==> config.mk <==
export PLATFORM = sky130hd
export DESIGN_NAME = ngwf_queue
export DESIGN_NICKNAME = d
export VERILOG_FILES = /design/src/rtl/core/ngwf_pkg.sv /design/src/rtl/core/ngwf_queue.sv
export SDC_FILE = /design/constraint.sdc
export NUM_CORES = 1
export LEC_CHECK = 0
export ABC_AREA = 1
export BUFFER_PORTS_ARGS = -buffer_cell sky130_fd_sc_hd__buf_2
export CELL_PAD_IN_SITES_DETAIL_PLACEMENT = 1
export CELL_PAD_IN_SITES_GLOBAL_PLACEMENT = 1
export CORE_MARGIN = 3
export CORE_UTILIZATION = 43
export DETAILED_ROUTE_END_ITERATION = 12
export PLACE_DENSITY_LB_ADDON = 0.1
export SKIP_CTS_REPAIR_TIMING = 1
export SLEW_MARGIN = 30
export SYNTH_ARGS = -nofsm -noshare
export SYNTH_HDL_FRONTEND = slang
export SYNTH_SLANG_ARGS = --single-unit
==> constraint.sdc <==
create_clock -name i_clk -period 3.5 [get_ports i_clk]
set_input_delay 0.35 -clock i_clk [delete_from_list [all_inputs] [get_ports i_clk]]
set_output_delay 0.35 -clock i_clk [all_outputs]
set_load 0.02 [all_outputs]
==> src/rtl/core/ngwf_pkg.sv <==
package ngwf_pkg;
    localparam int Radius   = 2;
    localparam int Span     = 2 * Radius + 1;
    localparam int LineMax  = 1024;
    localparam int RingAw   = $clog2(Span * LineMax);
    localparam int RingSize = 1 << RingAw;
    localparam int IdxW     = 32;
    localparam int NumTaps  = Span * Span;
    localparam int QDepth   = 4;

    localparam logic [2:0] RegWidth  = 3'd0;
    localparam logic [2:0] RegHeight = 3'd1;

    typedef struct packed {
        logic [15:0] sample;
        logic        valid;
    } t_cell;

    typedef struct packed {
        logic [IdxW-1:0] base;
        logic [15:0]     orow;
        logic [10:0]     ocol;
        logic            last;
    } t_job;

    function automatic logic [2:0] dist_class(input int dy, input int dx);
        int d;
        begin
            d = dy * dy + dx * dx;
            case (d)
                0: dist_class = 3'd0;
                1: dist_class = 3'd1;
                2: dist_class = 3'd2;
                4: dist_class = 3'd3;
                5: dist_class = 3'd4;
                8: dist_class = 3'd5;
                default: dist_class = 3'd6;
            endcase
        end
    endfunction
endpackage

==> src/rtl/core/ngwf_queue.sv <==
module ngwf_queue import ngwf_pkg::*; (
    input  logic i_clk,
    input  logic i_rst_n,
    input  logic i_valid,
    output logic o_ready,
    input  t_job i_job,
    output logic o_valid,
    input  logic i_ready,
    output t_job o_job
);
    localparam int Aw = $clog2(QDepth);
    t_job            r_mem [QDepth];
    logic [Aw-1:0]   r_wp, r_rp;
    logic [Aw:0]     r_cnt;
    logic            push, pop;

    assign o_ready = r_cnt != (Aw+1)'(QDepth);
    assign o_valid = r_cnt != '0;
    assign o_job = r_mem[r_rp];
    assign push = i_valid && o_ready;
    assign pop = o_valid && i_ready;

    always_ff @(posedge i_clk) begin
        if (push) begin
            r_mem[r_wp] <= i_job;
        end
    end

    always_ff @(posedge i_clk) begin
        if (!i_rst_n) begin
            r_wp <= '0;
            r_rp <= '0;
            r_cnt <= '0;
        end else begin
            if (push) begin
                r_wp <= r_wp + 1'b1;
            end
            if (pop) begin
                r_rp <= r_rp + 1'b1;
            end
            r_cnt <= r_cnt + (Aw+1)'(push) - (Aw+1)'(pop);
        end
    end
endmodule

# Word level (Yosys, flattened, before mapping)
# Memory sizes are Yosys's and may differ from the RTL's. A register that Yosys moved wholly into a read port is not among the register bits.
# Cells that the tools add are included.
# Widths: inputs -> output; s select.
[word_totals] ff_bits=7 mem_bits_rw=240 in_bits=64 out_inout_bits=62 elab_cells=16 n_memories=1
[mem_list] memory="r_mem" depth=4 width=60 rd=1 rd_clocked_by_memory_dff=1 wr=1 line_no="ngwf_queue.sv:12" text="t_job r_mem [QDepth];"
[classes] add_sub_neg=4 n_eq_ne=1 n_mux=4 n_reduce_logical=3
[ops] cell="$add 2x1->2 const B" count=2
[ops] cell="$mux 2" count=2
[ops] cell="$add 3x1->3" count=1
[ops] cell="$ne 3x3->1 const B" count=1
[ops] cell="$reduce_bool 3->1" count=1
[ops] cell="$sub 3x1->3" count=1
[ops] cell="$logic_and 1x1->1" count=2
[ops] cell="$mux 1" count=2

# Depth between registers and ports, before layout
[logic_depth] depth_word=4 ltp_mapped=10 ltp_nobuf=10

# Worst setup path after synthesis
# Ideal clock, no wire load.
[synth_path] path_kind="register -> register" start="register r_cnt[1]" end="memory r_mem[0][0] in the netlist's numbering, enable pin" setup_time_ps=478 arrival_time_ps=3404 t_required_ps=3022 path_slack_ps=-383 path_stages_with_launch=5 n_path_buf=0 period_less_slack_ps=3883 path_cell_list="dfxtp_1 -> nor2_1 -> nand2_1 -> nand2_1 -> nor2_1"
[synth_via] elab_chain_cells=4
[synth_lines] element="from (decl)" line_no="ngwf_queue.sv:14" text="logic [Aw:0] r_cnt;"
[synth_lines] element="from (signal assigned)" line_no="ngwf_queue.sv:41" text="r_cnt <= r_cnt + (Aw+1)'(push) - (Aw+1)'(pop);"
[synth_lines] element="$ne 3x3->1" line_no="ngwf_queue.sv:17" text="assign o_ready = r_cnt != (Aw+1)'(QDepth);"
[synth_lines] element="net o_ready" line_no="ngwf_queue.sv:5" text="output logic o_ready,"
[synth_lines] element="$logic_and 1x1->1" line_no="ngwf_queue.sv:20" text="assign push = i_valid && o_ready;"
[synth_lines] element="$mux 1" line_no="ngwf_queue.sv:24" text="if (push) begin"
[synth_lines] element="$mux 1 (implied by the code)" line_no="ngwf_queue.sv:25" text="r_mem[r_wp] <= i_job;"
[synth_lines] element="to (decl)" line_no="ngwf_queue.sv:12"
# The timed path passes the listed nets, and every way through them passes these cells.

==> parameters.txt <==
Parameter                              Value

Layout
  Area growth from synthesis to final layout    18.8%
  Area taken by flip-flops and latches    7390 um2
  Ratio of cells with drive above 1 in the final layout    27.7%
  Final Net Count    841
  Final std cell area, no fill    11300 um2
  Fill cell count    2117
  Area occupied by multi-input gates    1880 um2

Detailed routing
  Aggregate routed wire length    21800 um
  Via count    5796
  Routed length on met2    11100 um
  # DRC    0
  Metal-1 WL    9080 um
  Length of the first detailed-routing pass in iterations    5
  Number of DRC violations after detailed-routing iteration 0    403
  WL per Instance    20.4 um
  Highest Signal Layer    met5
  Post-DRT Antenna Nets    0
  Vias per cell    5.44
  Met3 Wirelength    1150 um

Critical path
  Family with the most delay on the worst path    buffers and inverters
  Worst path slowest cell    sky130_fd_sc_hd__buf_4
  Startpoint-to-endpoint class of the critical path    flip-flop to output port
  Worst EP required    3.15 ns
  List of cells traversed by the critical path    buf_4 > o21ai_0 > o22ai_1 > buf_2
  Crit path buf inv count    2
  Crit path launch type    flip-flop
  CP max stage delay    0.71 ns
  Biggest fanout along the worst timing path    82
  Worst flop-to-flop path startpoint    r_cnt[1]$_SDFF_PN0_
  Nature of the critical path endpoint    output port
  Data arrival at the endpoint of the critical path    2.63 ns

Placed design
  Detailed Place HPWL    12300 um
  GP Congestion    0.755
  Quantity of I/O buffers inserted on ports    125
  Post-place instance area    10400 um2

Floorplanning
  Starting density of the core    44.6%
  Floorplan Core Area    21400 um2
  Count of pins on the block boundary    126
  Standard-cell row count    53
  Total Die Area    24000 um2
  Die Span Y    155 um
  X dimension of the die    155 um

STA
  RSZ-0062 raised after global routing    false
  Max Clk Rate    0.335 GHz
  Worst rel slew slack    44.4%
  Actual transition at the worst max-transition pin    0.834 ns
  Final-report max-slew violation count    0
  Layout Skew    0.0165 ns
  Final hold violation count    0
  Hold WS    0.0453 ns
  Period utilisation layout    85.3%
  Final period demand of the worst path    2.98 ns
  Final setup fails    0

Pwr
  Pwr dens    768 nW/um2
  Sequential Power Share    43.2%
  Pint    6.02 mW
  Sw power    2.69 mW
  Logic gate share of total power    24.5%
  Clock power frac    32.3%
  Worst IR drop on VDD    0.000477 V
  P_leak    3.97 nW
  Switching power as a share of total power    30.9%

Synthesis
  Cell with the most instances after synthesis    sky130_fd_sc_hd__edfxtp_1
  Area share of the largest cell type after synthesis    75.5%
  Count of synthesis-stage warnings from yosys    0
  Cell variety after synth    20
  Synth top area cells    sky130_fd_sc_hd__edfxtp_1, sky130_fd_sc_hd__nor2_1, sky130_fd_sc_hd__o21ai_0
  Number of enable-type register cells in the synthesized netlist    240
  Sequential fraction of the synthesis area    77.4%
  Post-synthesis net count    716
  Most common flop cell mapped by yosys    sky130_fd_sc_hd__edfxtp_1
  Most frequent cells after synthesis    sky130_fd_sc_hd__edfxtp_1, sky130_fd_sc_hd__nor2_1, sky130_fd_sc_hd__o21ai_0, sky130_fd_sc_hd__o21ai_1, sky130_fd_sc_hd__o22ai_1
  Top cell type by total area after synthesis    sky130_fd_sc_hd__edfxtp_1
  Synth Register Bits    249
  Gate Count Post-Synth    645
  Post-synth ARST share    0%
  Avg Cell Area, Syn    14.8 um2
  Area of the mapped netlist    9550 um2

Worst hold path
  Type of the most critical hold path    input pin to flip-flop
  Start point of the worst hold path    i_job[47]

Global route
  Via count of the first global-routing pass    6167
  First-pass GRT wire length    33900 um
  Number of antenna violations at the first check in global routing    3
  Overall overflow remaining after global route    0
  GR Util All Layers    18.0%
  Largest net degree at the start of global routing    83

Clock network
  Inserted Clock Buffers    27
  Clock latency on the worst-skew pair    0.52 ns
  Maximum buffer depth of the clock tree    3
  Clock slew at the register clock pins of the worst setup and hold paths    0.06 ns
  H-Tree Depth    1
  CTS Root Cell    sky130_fd_sc_hd__clkbuf_16
  Number of sinks handled by clock tree synthesis    249
  TritonCTS clock tree    done

Outcome
  Outcome    complete, no violations

Run
  Number of violations of the max-capacitance limit    0
==> worst reg2reg max path: stages, from the launching register on <==
cell and delay (ns):
sky130_fd_sc_hd__dfxtp_1 0.42, sky130_fd_sc_hd__nor2_1 0.11, sky130_fd_sc_hd__nand2_1 0.17, sky130_fd_sc_hd__nand2_1 0.29, sky130_fd_sc_hd__nor2_4 0.64, sky130_fd_sc_hd__buf_12 0.38
==> registers in the layout, indices dropped and copies added, names as in the netlist, named ones only <==
register,flops
r_cnt,3
r_mem,240
r_rp,2
r_wp,2
==> cell type report <==
type,instances,area share (%)
Clock inverter,13,1.43
Timing Repair Buffer,134,6.78
Tap cell,275,3.03
Sequential cell,249,65.2
Antenna cell,1,0.0221
Inverter,16,0.552
Multi-Input combinational cell,342,16.5
Clock buffer,36,6.43
==> per-stage QoR <==
stage / total power [mW] / worst slack, ns / std cells / util [%] / setup TNS (ns)
after CTS: 8.84 / 0.454 / 1065 / 52.9 / 0
after detailed placement: 6.01 / 0.995 / 1016 / 48.8 / 0
after global placement: 5.94 / 1.08 / 1016 / 48.8 / 0
after floorplan: 5.27 / -0.383 / 645 / - / -91.88
final: 8.71 / 0.516 / 1066 / 52.9 / 0
after global routing: 9.19 / 0.234 / 1066 / 52.9 / 0
==> layer usage <==
layer / track usage, % / vias to the layer above
li1: - / 2671
met5: 0 / -
met4: 4.12 / 4
met2: 31.8 / 121
met1: 22.7 / 2962
met3: 4.14 / 38
==> cells in the final DEF, fill, tap and decap left out, types with 2 or more instances in the layout <==
cell                        instances
sky130_fd_sc_hd__a21boi_0           2
sky130_fd_sc_hd__a21oi_1            4
sky130_fd_sc_hd__buf_12             6
sky130_fd_sc_hd__buf_2            125
sky130_fd_sc_hd__buf_4              3
sky130_fd_sc_hd__bufinv_16          4
sky130_fd_sc_hd__clkbuf_1           7
sky130_fd_sc_hd__clkbuf_16         27
sky130_fd_sc_hd__clkbuf_8           2
sky130_fd_sc_hd__clkinv_1           5
sky130_fd_sc_hd__clkinv_2           3
sky130_fd_sc_hd__dfxtp_1            7
sky130_fd_sc_hd__edfxtp_1         240
sky130_fd_sc_hd__ha_1               6
sky130_fd_sc_hd__inv_1             14
sky130_fd_sc_hd__nand2_1           13
sky130_fd_sc_hd__nand3_1            3
sky130_fd_sc_hd__nor2_1           108
sky130_fd_sc_hd__nor2_2            20
sky130_fd_sc_hd__nor2_4             4
sky130_fd_sc_hd__o21ai_0           81
sky130_fd_sc_hd__o21ai_1           40
sky130_fd_sc_hd__o22ai_1           40
sky130_fd_sc_hd__o22ai_2           20
==> cell families after synthesis <==
family,after synthesis,synth area share (%)
flip-flops,249,77.4
buffers and inverters,54,3.28
adder cells (fa/ha/maj),7,0.996
AO/OA/AOI/OAI,187,12.0
AND/OR/NAND/NOR,148,6.38
==> power by group through the flow <==
| stage | clock [mW] | combinational [mW] | sequential (mW) |
|---|---|---|---|
| 2_1_floorplan | 0 | 1.48 | 3.78 |
| 5_1_grt | 3.03 | 2.37 | 3.79 |
| 3_5_place_dp | 0 | 2.19 | 3.82 |
| 6_report | 2.81 | 2.13 | 3.76 |
| 3_3_place_gp | 0 | 2.13 | 3.81 |
| 4_1_cts | 2.88 | 2.19 | 3.76 |
==> path summary, 6_finish.rpt <==
check	endpoint	cells after the start	slack [ns]
hold / removal	r_mem[2][47]$_DFFE_PP_	1	0.05
setup / recovery	o_job[25]	4	0.52
setup reg to reg	r_mem[0][57]$_DFFE_PP_	5	1.14
hold reg to reg	r_rp[0]$_SDFFE_PN0P_	2	0.51
(Power assumes the default switching activity.)
