`src/rtl/core/ngwf_pkg.sv`:
```
package ngwf_pkg;
    localparam int Radius   = 2;
    localparam int Span     = 2 * Radius + 1;
    localparam int LineMax  = 1024;
    localparam int RingAw   = $clog2(Span * LineMax);
    localparam int RingSize = 1 << RingAw;
    localparam int IdxW     = 32;
    localparam int NumTaps  = Span * Span;
    localparam int QDepth   = 4;

    localparam logic [2:0] RegWidth  = 3'd0;
    localparam logic [2:0] RegHeight = 3'd1;

    typedef struct packed {
        logic [15:0] sample;
        logic        valid;
    } t_cell;

    typedef struct packed {
        logic [IdxW-1:0] base;
        logic [15:0]     orow;
        logic [10:0]     ocol;
        logic            last;
    } t_job;

    function automatic logic [2:0] dist_class(input int dy, input int dx);
        int d;
        begin
            d = dy * dy + dx * dx;
            case (d)
                0: dist_class = 3'd0;
                1: dist_class = 3'd1;
                2: dist_class = 3'd2;
                4: dist_class = 3'd3;
                5: dist_class = 3'd4;
                8: dist_class = 3'd5;
                default: dist_class = 3'd6;
            endcase
        end
    endfunction
endpackage

```
`src/rtl/core/ngwf_front.sv`:
```
module ngwf_front import ngwf_pkg::*; (
    input  logic            i_clk,
    input  logic            i_rst_n,
    input  logic            i_valid,
    output logic            o_ready,
    input  logic            i_op,
    input  t_cell           i_cell,
    input  logic [10:0]     i_w,
    input  logic [15:0]     i_h,
    input  logic            i_restart,
    output logic            o_wr_en,
    output logic [IdxW-1:0] o_wr_idx,
    output t_cell           o_wr_cell,
    output logic            o_job_valid,
    input  logic            i_job_ready,
    output t_job            o_job
);
    logic [IdxW-1:0] r_iidx, n_iidx, r_oidx, n_oidx;
    logic [IdxW-1:0] r_base, n_base;
    logic [10:0]     r_ocol, n_ocol;
    logic [15:0]     r_orow, n_orow;
    logic [IdxW-1:0] total, delay, iidx_after;
    logic            write_ok, fire, emit;

    assign total = IdxW'(i_w) * IdxW'(i_h);
    assign delay = IdxW'(Radius) * IdxW'(i_w) + IdxW'(Radius);
    assign o_ready = i_job_ready;
    assign fire = i_valid && o_ready;
    assign write_ok = !i_op && (r_iidx < total);
    assign iidx_after = write_ok ? r_iidx + 1'b1 : r_iidx;
    assign emit = fire && (r_oidx < total) &&
                  ((iidx_after >= total) || (iidx_after > r_oidx + delay));
    assign o_wr_en = fire && write_ok;
    assign o_wr_idx = r_base + r_iidx;
    assign o_wr_cell = i_cell;
    assign o_job_valid = emit;
    assign o_job = '{base: r_base, orow: r_orow, ocol: r_ocol,
                     last: (r_oidx + 1'b1 == total)};

    always_comb begin
        n_iidx = r_iidx;
        n_oidx = r_oidx;
        n_ocol = r_ocol;
        n_orow = r_orow;
        n_base = r_base;
        if (fire) begin
            n_iidx = iidx_after;
        end
        if (emit) begin
            if (r_oidx + 1'b1 == total) begin
                n_iidx = '0;
                n_oidx = '0;
                n_ocol = '0;
                n_orow = '0;
                n_base = r_base + total;
            end else begin
                n_oidx = r_oidx + 1'b1;
                if (r_ocol + 1'b1 >= i_w) begin
                    n_ocol = '0;
                    n_orow = r_orow + 1'b1;
                end else begin
                    n_ocol = r_ocol + 1'b1;
                end
            end
        end
    end

    always_ff @(posedge i_clk) begin
        if (!i_rst_n || i_restart) begin
            r_iidx <= '0;
            r_oidx <= '0;
            r_ocol <= '0;
            r_orow <= '0;
            r_base <= '0;
        end else begin
            r_iidx <= n_iidx;
            r_oidx <= n_oidx;
            r_ocol <= n_ocol;
            r_orow <= n_orow;
            r_base <= n_base;
        end
    end
endmodule

```
`config.mk`:
```
export PLATFORM = sky130hd
export DESIGN_NAME = ngwf_front
export DESIGN_NICKNAME = d
export VERILOG_FILES = /design/src/rtl/core/ngwf_pkg.sv /design/src/rtl/core/ngwf_front.sv
export SDC_FILE = /design/constraint.sdc
export NUM_CORES = 1
export LEC_CHECK = 0
export BUFFER_PORTS_ARGS = -buffer_cell sky130_fd_sc_hd__buf_2
export CORE_ASPECT_RATIO = 1.1
export CORE_MARGIN = 3
export CORE_UTILIZATION = 49
export CTS_BUF_LIST = sky130_fd_sc_hd__clkbuf_4
export DETAILED_ROUTE_END_ITERATION = 12
export GPL_ROUTABILITY_DRIVEN = 1
export PLACE_DENSITY = 0.67
export SYNTH_ARGS = -nofsm -noshare
export SYNTH_HDL_FRONTEND = slang
export SYNTH_SLANG_ARGS = --single-unit
```
`constraint.sdc`:
```
create_clock -name i_clk -period 39.3 [get_ports i_clk]
set_input_delay 5.895 -clock i_clk [delete_from_list [all_inputs] [get_ports i_clk]]
set_output_delay 5.895 -clock i_clk [all_outputs]
set_load 0.02 [all_outputs]
```
# Yosys cells after proc, flatten, opt, wreduce, memory -nomap -nowiden
# Cells that the tools add are included.
# totals
ff_bits,123
inputBits,50
output_inout_bits,112
elab_cells,41
# op_classes
n_addsub,8
n_mul,1
order_cmp,5
eq_ne,1
muxes,9
n_reduce_logical,12
# ops
cell,count
$mux W32,5
$add A32 B1 Y32 const B,2
$lt A32 B27 Y1,2
$add A32 B13 Y32,1
$add A32 B27 Y32,1
$add A32 B32 Y32,1
$eq A32 B27 Y1,1
$ge A32 B27 Y1,1
$gt A32 B32 Y1,1
$mux W16,2
$mul A11 B16 Y27,1
$mux W11,2
$add A16 B1 Y16 const B,1
$add A12 B2 Y13 const B,1
$add A11 B1 Y11 const B,1
$ge A11 B11 Y1,1
$logic_and A1 B1 Y1,5
$reduce_and A2 Y1,2
$logic_not A1 Y1,2
$logic_or A1 B1 Y1,2
$reduce_bool A2 Y1,1

# Longest topological paths before layout
# logic_depth
ltp_word,8
mapped_depth,50
depth_no_buf,42

# Worst setup path before layout
# No wires, ideal clock.
# synth_timing
path_kind,input to output
from,in i_w[4]
to,out o_job_valid
arrival_time_ns,15.940
required_ns,33.405
setup_slack_ns,17.465
path_stages,41
path_buffers,5
path_cell_list,clkbuf_1 > clkbuf_1 > nand2_1 > fa_1 > fa_1 > inv_1 > ha_1 > fa_1 > inv_1 > fa_1 > inv_1 > ha_1 > buf_2 > a21o_1 > a221oi_2 > a211o_1 > o211ai_1 > o311ai_0 > (+5 left out) > o311ai_4 > and3b_1 > clkbuf_1 > nand4_1 > nor2_1 > xor2_1 > ha_1 > a21o_1 > a211o_1 > nor4_1 > o21ai_0 > nand3_1 > a21oi_1 > nor4bb_1 > a2111oi_4 > o21ai_1 > clkbuf_1 > inv_1
# synth_via
elab_chain_len,7
elab_cells_between_ends,12
cone_classes,add/sub (2); mul (1); order compare (4); mux (1); reduce/logical (4)
# synth_lines
item,line,text
from (decl),ngwf_front.sv:8,"input logic [10:0] i_w,"
$mul A11 B16 Y27,ngwf_front.sv:25,assign total = IdxW'(i_w) * IdxW'(i_h);
$lt A32 B27 Y1,ngwf_front.sv:29,assign write_ok = !i_op && (r_iidx < total);
$logic_and A1 B1 Y1,ngwf_front.sv:29,
$mux W32,ngwf_front.sv:30,assign iidx_after = write_ok ? r_iidx + 1'b1 : r_iidx;
$ge A32 B27 Y1 / $gt A32 B32 Y1 (equally long branches),ngwf_front.sv:32,((iidx_after >= total) || (iidx_after > r_oidx + delay));
$logic_or A1 B1 Y1,ngwf_front.sv:32,
$logic_and A1 B1 Y1 (*),ngwf_front.sv:31,assign emit = fire && (r_oidx < total) &&
to (decl),ngwf_front.sv:14,"output logic o_job_valid,"
# Every way passes the cells marked *; elsewhere a longest branch is shown, timed or not.

# Worst setup path in the final report
# Ends and elaborated chain as after synthesis.

==> metrics.md <==
| Metric | Value |
|---|---|
| Number of synthesized flops with an enable pin | 0 |
| Max IR drop VDD | 0.06116 mV |
| Area of the mapped netlist | 19530 um2 |
| Final hold violation count | 0 |
| Library cell used as clock root buffer | clkbuf_4 |
| Slew @ Worst Pin | between 1 and 1.5 ns |
| CP endpoint kind | output pin |
| Via count of the first global-routing pass | 17497 |
| Pins over their slew limit | 0 |
| Number of gates given a new drive strength after cts | 0 |
| Critical path depth | 42 |
| Portion of total power attributed to sequential cells | about 7.7% |
| Clock-pin slew on the worst setup and hold paths | 0.12 ns |
| Remaining number of nets flagged by the antenna check after routing | 0 |
| Antenna violations before repair | 2 |
| Count of clock tree sinks | 123 |
| Worst Skew | 0.03546 ns |
| Number of primary I/O pins | 162 |
| Routed vias/inst | 5.830 |
| Power share of the clock group | 6.9% |
| Non-filler instance count after layout | 3002 |
| Number of DRC markers in iteration 0 | 1123 |
| Async set or reset register ratio after synthesis | 0% |
| Vias | 17501 |
| Kind of cell adding the most delay to the critical path | adder cells |
| Number of hold buffers added after cts | 0 |
| # placed instances | between 2000 and 3000 |
| Data arrival at the endpoint of the critical path | 17.51 ns |
| Average size of a mapped cell | 7.985 um2 |
| Result of the run | completed |
| R2r endpoint | r_oidx[10] |
| Largest net degree at the start of global routing | 42 |
| Number of clock buffers inserted by TritonCTS | 17 |
| Horizontal die dimension | 196.4 um |
| Gr usage total | ~25% |
| Finish-stage setup viols | 0 |
| Power density relative to cell area | 78.48 nW/um2 |
| Number of cells on the worst reg-to-reg path | 27 |
| Warnings from Yosys | 0 |
| Max Freq | around 43 MHz |
| Buf+Inv Stages, Crit Path | 9 |
| Number of nets in the finished design | 2923 |
| Synthesized instance count | 2446 |
| IO Port Bufs | ~130 |
| Psw | 0.0009320 W |
| Final Critical Period | 23.41 ns |
| Max-Cap Viols | 0 |
| CTS tree | yes |
| Maximum cell stage delay along the critical path | 0.67 ns |
| Slowest cell on crit path | o311ai_0 |
| Commonest cells after routing, fill and taps aside | ha_1, inv_1, nand2_1, nor2_1, xnor2_1 |
| TritonRoute pass-1 iters | 6 |
| Path type of the worst setup path | in -> out |
| Std-Cell Rows | 76 |
| Weighted congestion reported at the end of routability-driven placement | 0.9469 |
| Sequential cell area fraction in the yosys report | roughly an eighth |
| Routed wire length per instance | 17.83 um |
| Clock network latency to the later pin of the worst-skew pair | 0.64 ns |
| Combinational cell fraction of total power | 85.5% |
| Maximum number of buffers from clock root to sink | 2 |
| Most common library cell in the layout ignoring fill and taps | ha_1 |
| Final TNS setup | 0 ns |
| Half-perimeter wire length after detailed placement | ~43000 um |
| Final core utilization | a little over half |
| Synthesized flop and latch total | 123 |
| Cell internal power dissipation | 0.0006929 W |
| Fraction of layout instances using a drive strength above 1 | under 10% |
| CP max FO | 36 |
| Placeable core region | about 40000 um2 |
| DRC violation count after routing | 0 |
| Leftover overflow at the end of global routing | 0 |
| Global-route wire length before repair | 89100 um |
| Predominant post-synthesis flop cell | dfxtp_1 |
| Area grow syn2layout | 6.009% |
| Slew headroom | a little over a fifth |
| Min-Delay Path Class | reg -> reg |
| Critical path launch point | i_w[4] |
| Synthesized net count | roughly 2900 |
| Critical R2R Launch | r_iidx[9] |
| Final period util | 59.56% |
| Share of total power consumed by net switching | 57.36% |
| RSZ-0062 raised after global routing | false |
| R2R setup slack | 31.79 ns |
| Effective utilization at floorplan | 49.74% |
| Aggregate routed wire length | 53520 um |
| Die span in y | 215.4 um |
| Synth unique cells | 98 |
| # H-tree levels | 4 |
| Destination of the critical timing path | o_job_valid |
| Leakage | 10.13 nW |
| Kind of start point of the critical path | input pin |
| Buffers inserted by post-CTS timing repair | 0 |
| Required time at the endpoint of the critical path | 33.40 ns |
| Floorplan die area | 42300 um2 |
tightest hold or removal path: stages, from the launching register on:
cell and delay, ns:
dfxtp_1 0.36, nand2_1 0.06, a21oi_1 0.05
flip-flops by register name (all words and copies together) (netlist names):
| signal | count |
|---|---|
| r_base | 32 |
| r_iidx | 32 |
| r_oidx | 32 |
| r_orow | 16 |
| r_ocol | 11 |
through the flow:
stage	worst slack (ns)	total power [W]	hold WS, ns	instance area (um2)
final	15.89	0.001625	0.5027	20710
after detailed placement	16.03	0.001490	0.4889	20360
after global placement	16.33	0.001456	0.4624	20360
after global routing	15.19	0.001803	0.5394	20700
after CTS	15.99	0.001617	0.5066	20700
after floorplan	17.47	0.001120	0.4894	19530
routing by layer:
layer  vias up  track usage (%)  routed length (um)
li1       8511                -                   -
met1      8369            34.36               24360
met2       519            42.80               25210
met3       102            3.107                2680
met4         0            7.511                1272
met5         -                0                   0
cell families (layout without fill, tap and decap cells):
kind of cell / Yosys count / in the layout / share of synthesized area [%]
DFF: 123 / 123 / 12.61
and+or+nand+nor: 850 / 850 / 21.81
muxes: 31 / 31 / 1.601
adders and majority gates: 397 / 397 / 30.30
other: 0 / 2 / 0
AOI/OAI and AO/OA: 465 / 465 / 16.19
xor gates and xnor gates: 221 / 221 / 10.09
buffers and inverters: 359 / 406 / 7.399
synth_stat cells, drive strengths merged, types with 4 or more instances:
library cell / n / area, um2
nand2: 228 / 855.8
nor3: 61 / 321.6
a21oi: 120 / 600.6
a21boi: 10 / 75.07
a31oi: 11 / 68.82
nand2b: 13 / 81.33
a31o: 4 / 35.03
or4: 19 / 146.4
a2111oi: 6 / 71.32
o2111ai: 4 / 35.03
mux2i: 29 / 290.3
nor4: 16 / 127.6
nor3b: 8 / 60.06
nand3: 51 / 255.2
nand4: 51 / 325.3
fa: 128 / 2562
or3: 19 / 118.9
and4: 9 / 78.83
o21ai: 81 / 405.4
a211oi: 18 / 140.1
a211o: 9 / 78.83
dfxtp: 123 / 2462
and3: 39 / 244.0
maj3: 4 / 40.04
a21o: 46 / 345.3
o311ai: 5 / 61.32
o211ai: 41 / 312.8
ha: 265 / 3316
inv: 232 / 870.8
xor2: 86 / 760.7
xnor2: 133 / 1165
clkbuf: 91 / 341.6
or2: 8 / 52.55
nor2b: 20 / 125.1
buf: 35 / 224.0
o21a: 29 / 217.7
o21bai: 9 / 67.56
o31ai: 24 / 180.2
nor2: 197 / 742.0
and2: 99 / 619.4
power groups by stage:
stage / clock network [W] / registers, W / logic [W]
global route: 0.000120 / 0.000125 / 0.00156
CTS: 0.000114 / 0.000125 / 0.00138
detailed placement: 0 / 0.000128 / 0.00136
global placement: 0 / 0.000128 / 0.00133
finish: 0.000111 / 0.000125 / 0.00139
floorplan: 0 / 0.000127 / 0.000993
worst min-delay path by stage:
stage | from | end | cells after the start
2_1_floorplan | r_iidx[28] | r_iidx[28] | 1
3_3_place_gp | r_orow[15] | r_orow[15] | 2
3_5_place_dp | r_orow[15] | r_orow[15] | 2
4_1_cts | r_ocol[1] | r_ocol[1] | 2
5_1_grt | r_ocol[1] | r_ocol[1] | 2
6_report | r_ocol[1] | r_ocol[1] | 2
cell type report:
type | instances | area (um2)
flip-flops and latches | 123 | 2462
well taps | 507 | 634.4
diodes | 2 | 5.005
inverters | 233 | 879.6
clock inverters | 15 | 212.7
repair buffers | 141 | 740.7
multi-input cells | 1964 | 15640
clock buffers | 17 | 127.6
fillers | 3777 | 18570
No activity file was read; power rests on OpenSTA's default activity.
